**src/sv/kms_pkg.sv**
```systemverilog
package kms_pkg;

    // Window and result width: 31 bases, two bits each
    localparam int WIN_W  = 62;
    localparam int BASES  = 31;
    localparam int KLEN_W = 6;
    localparam int PLEN_W = 5;
    localparam int POS_W  = 5;

    localparam int DEF_MAX_K = 32;

    localparam logic [KLEN_W-1:0] KLEN_RST = 6'd32;
    localparam logic [PLEN_W-1:0] PLEN_RST = 5'd10;

    // Register indexes on the APB port (word address bit 2)
    localparam logic REG_KLEN = 1'b0;
    localparam logic REG_PLEN = 1'b1;

    // Control travelling alongside a request through the pipeline
    typedef struct packed {
        logic              vld;
        logic [PLEN_W-1:0] plen;
    } t_ctl;

    // Reverse complement of the whole 31-base word; the first len bases of the
    // result are the reverse complement of the low len bases of the input
    function automatic logic [WIN_W-1:0] revcomp_all(input logic [WIN_W-1:0] w);
        logic [WIN_W-1:0] r;
        r = '0;
        for (int i = 0; i < BASES; i++) begin
            r[2*(BASES-1-i) +: 2] = ~w[2*i +: 2];
        end
        return r;
    endfunction

endpackage

```
**src/sv/kms_lane.sv**
```systemverilog
module kms_lane #(
    parameter int LANE = 0
) (
    input  logic                       i_clk,
    input  logic [kms_pkg::WIN_W-1:0]  i_win,
    input  logic [kms_pkg::WIN_W-1:0]  i_pmask,
    input  logic [kms_pkg::POS_W-1:0]  i_npos,
    output logic [kms_pkg::WIN_W-1:0]  o_cand,
    output logic                       o_ok
);

    logic [kms_pkg::WIN_W-1:0] r_cand;
    logic                      r_ok;

    // Candidate starting LANE bases from the top, kept left-aligned and masked
    // to p bases so that numeric order is lexicographic order
    always_ff @(posedge i_clk) begin
        r_cand <= (i_win << (2 * LANE)) & i_pmask;
        r_ok   <= (kms_pkg::POS_W'(LANE) < i_npos);
    end

    assign o_cand = r_cand;
    assign o_ok   = r_ok;

endmodule

```
**config.mk**
```make
export PLATFORM = sky130hd
export DESIGN_NAME = kms_lane
export DESIGN_NICKNAME = d
export VERILOG_FILES = /design/src/sv/kms_pkg.sv /design/src/sv/kms_lane.sv
export SDC_FILE = /design/constraint.sdc
export NUM_CORES = 1
export LEC_CHECK = 0
export ABC_AREA = 1
export BUFFER_PORTS_ARGS = -buffer_cell sky130_fd_sc_hd__buf_2
export CORE_UTILIZATION = 33
export CTS_CLUSTER_SIZE = 40
export DETAILED_ROUTE_END_ITERATION = 12
export PLACE_DENSITY = 0.8
export SYNTH_ARGS = -nofsm -noshare
export SYNTH_HDL_FRONTEND = slang
export SYNTH_SLANG_ARGS = --single-unit
export TNS_END_PERCENT = 5
```
**constraint.sdc**
```tcl
create_clock -name i_clk -period 0.8 [get_ports i_clk]
set_input_delay 0.16 -clock i_clk [delete_from_list [all_inputs] [get_ports i_clk]]
set_output_delay 0.16 -clock i_clk [all_outputs]
set_load 0.01 [all_outputs]
```
== Word level (Yosys, flattened, before mapping) ==
Cells that the tools add are included.

* $lt $le $gt $ge: 1
* Shift operators: 0
* Bitwise gates (word level): 1
* Add/sub/neg operators: 0
* Multiplexer cells: 0
* Multipliers: 0
* Divide/modulo/power cells: 0
* Equality and inequality tests: 0
* Reduce and logical (&&, ||, !) cells: 0

{| class="wikitable"
|+ Operator list
! operator !! count
|-
| 62-bit AND || 1
|-
| 1-bit by 5-bit < comparator with 1-bit output, first input constant || 1
|}

* Memory bits (read-only): 0
* Register bits: 63
* Bits in writable memories: 0
* Memories: 0
* Word-level logic and storage cells: 4
* Latch bits: 0

== Logic depth before layout (Yosys ltp) ==
* Depth in word-level cells: 1
* Gate-level depth with buffers: 2

== Worst setup path after synthesis ==
Ideal clock, no wire load.

* Path type: flip-flop to output port
* From: register r_cand (netlist bit o_cand[0])
* To: output o_cand[0] (netlist name)
* Path buffers: 0
* Arrival time: 0.331 ns
* Path slack: 0.309 ns
* Cell stages (with the launch flop): 1
* Cell sequence: dfxtp_1

{| class="wikitable"
|+ RTL lines
! element !! RTL line !! RTL
|-
| from (decl) || kms_lane.sv:12 || <nowiki>logic [kms_pkg::WIN_W-1:0] r_cand;</nowiki>
|-
| from (signal assigned) || kms_lane.sv:18 || <nowiki>r_cand <= (i_win << (2 * LANE)) & i_pmask;</nowiki>
|-
| to (decl) || kms_lane.sv:8 || <nowiki>output logic [kms_pkg::WIN_W-1:0] o_cand,</nowiki>
|}

No word-level cell between the ends.

== Final worst setup path ==
* From: register r_cand (netlist bit o_cand[50])
* To: output o_cand[50] (netlist name)

No word-level cell between the ends.

==> summary.md <==
| Metric | Value |
|---|---|
| Worst hold path depth | 3 |
| Number of DRC markers in iteration 0 | 57 |
| Final setup viols | 63 |
| ANT cells | 0 |
| Final Critical Period | between 0.9 and 1 ns |
| Achievable Freq | around 1100 MHz |
| Starting Density | between 30% and 40% |
| Hpwl dp | ~3400 um |
| Share of cells above drive strength 1 | 52.8% |
| CTS tree | done |
| Slowest cell on crit path | dfxtp_2 |
| Design area | around 3600 um^2 |
| Clock Sinks | 63 |
| Grt total ovfl | 0 |
| Number of global-route vias before repair | 1874 |
| Post-Syn Area per Cell | around 9 um^2 |
| Dpl cell area | 2790 um^2 |
| Most common cell after layout, fill and taps aside | buf_2 |
| Slew Limit Fails | 0 |
| Core Region | ~5000 um^2 |
| Detailed-route DRC error count | 0 |
| P_sw | between 1.5 and 2 mW |
| Post-synth top area cell | dfxtp_1 |
| Outcome | finished, violations left |
| CP required | approximately 0.64 ns |
| Root Driver | clkbuf_8 |
| Worst Path Arrival | about 0.77 ns |
| Failing checks | setup timing |
| Final worst path period share | 116% |
| Reg clk slew, reported paths | roughly 0.070 ns |
| Synth warnings | 0 |
| Post-DRT Antenna Nets | 0 |
| Per-cell routed wire length | ~11 um |
| Final nets | approximately 570 |
| Slew HR | between 90% and 100% |
| Die width | between 70 and 80 um |
| PwrDens | between 1500 and 2000 nW/um^2 |
| Synth-to-layout area growth | 106% |
| Crit-path max FO | 1 |
| Lkg Pwr | roughly 2.3 nW |
| H-tree depth | 3 |
| Reg power frac | between 50% and 60% |
| Sw frac | a little under a quarter |
| Num CTS Buffers | 9 |
| P_int | just over 5 mW |
| Vias/cell | around 3.9 |
| Power Total | 6.70 mW |
| Pre-CTS setup slack | 0.205 ns |
| RSZ-0062 raised after global routing | yes |
| Critical path class | flip-flop to output port |
| Final wirelength | about 5400 um |
| Least-Margin Pin Slew | between 0.1 and 0.15 ns |
| Seq cells post-synth | 63 |
| Mapped Area | approximately 1700 um^2 |
| Largest cells by area after synthesis | dfxtp_1 72%, inv_1 14%, nand2_1 13%, nor2_1 0.43%, nand3_1 0.29% |
| IR drop worst, VDD | between 1 and 1.5 mV |
| Gate power share | about 14% |
| Seq/Total Area, Yosys | around 72% |
| Routability cong. | 0.761 |
| CP Launch Type | flip-flop |
| Port Buffers | roughly 190 |
| Cell chain of the critical path | buf_6 |
| Setup TNS | -6.68 ns |
| Clock tree buffer depth | 2 |
| Syn_nets | ~320 |
| Commonest cells after routing, fill and taps aside | 166 x buf_2, 63 x inv_1, 62 x nand2_1 |
| Cell family with the largest share of critical-path delay | flip-flops |
| Maxcap violations | 0 |
| Initial antenna violation count | 0 |
| Bufs and invs on worst path | 1 |
| Ports | ~190 |
| Die area | 5580 um^2 |
| Slowest stage delay, CP | between 0.3 and 0.4 ns |
| Post-synthesis cell type count | 5 |
| Pin count of the biggest net entering global routing | 11 |
| Hold/Removal Path Class | primary input to flip-flop |
| Die H | around 75 um |
| GRT Total Usage | 18.7% |
| First-pass GRT wire length | ~7400 um |
| Setup crit end kind | output port |
| FP Rows | 26 |
| Final WS setup | -0.126 ns |
| Via count | just under 2k |
| Syn Inst Count | roughly 190 |
| Clock share of power | between 30% and 40% |
| Utilization after layout | between 70% and 80% |
| Drt first pass iters | 4 |
| Share of the synthesized area in the top cell type | a little over 70% |
| Crit path depth | 1 |
| Fin. Hold Viols | 0 |
==> layer usage <==
metal / vias to the layer above / wire length, um / GRT usage (%)
met5: - / 0 / 0
met4: 0 / 189 / 13.0
met3: 24 / 479 / 7.50
met2: 127 / 2980 / 34.8
met1: 817 / 1800 / 16.1
li1: 1005 / - / -
==> registers in the layout, indices dropped and copies added, names as in the netlist <==
signal  flops
o_ok        1
o_cand     62
==> area by class of cell <==
| type | count | area, um^2 |
|---|---|---|
| timing repair buffer | 234 | 1540 |
| fill | 387 | 1530 |
| sequential | 63 | 1290 |
| multi-input combinational | 65 | 245 |
| inverter | 63 | 236 |
| clock buffer | 12 | 155 |
| tap | 70 | 87.6 |
| clock inverter | 4 | 20.0 |
==> logic make-up (layout without fill, tap and decap cells) <==
kind of cell,after synthesis,count (layout),synth area share [%]
and+or+nand+nor,65,65,14.1
DFF,63,63,72.4
buffers and inverters,63,313,13.6
==> synthesized netlist by cell type, drive strengths merged <==
master,instances
nand3,1
inv,63
dfxtp,63
nand2,62
nor2,2
==> per-stage QoR <==
step                instances  hold WS (ns)
floorplan                 191         0.253
global placement          453         0.336
detailed placement        453         0.343
CTS                       511      0.000225
global route              511       0.00521
finish                    511        0.0177
==> power by group through the flow <==
stage / clock (mW) / sequential (mW) / combinational [mW]
floorplan: 0 / 3.51 / 0.111
global placement: 0 / 3.40 / 0.676
detailed placement: 0 / 3.41 / 0.692
CTS: 2.47 / 3.34 / 0.860
global route: 2.62 / 3.38 / 1.04
finish: 2.38 / 3.37 / 0.946
==> worst paths after layout <==
path | start | end | slack, ns
max | o_cand[50] | o_cand[50] | -0.13
min | i_pmask[15] | o_cand[15] | 0.02
==> repair_timing <==
action                     in CTS  in global routing
hold endpoints to repair       25                  0
buffers inserted                0                  0
hold buffers                   42                  0
gates resized for setup         6                 46
setup endpoints to repair      63                 63
Note: power is estimated with default switching activity, not from simulation.
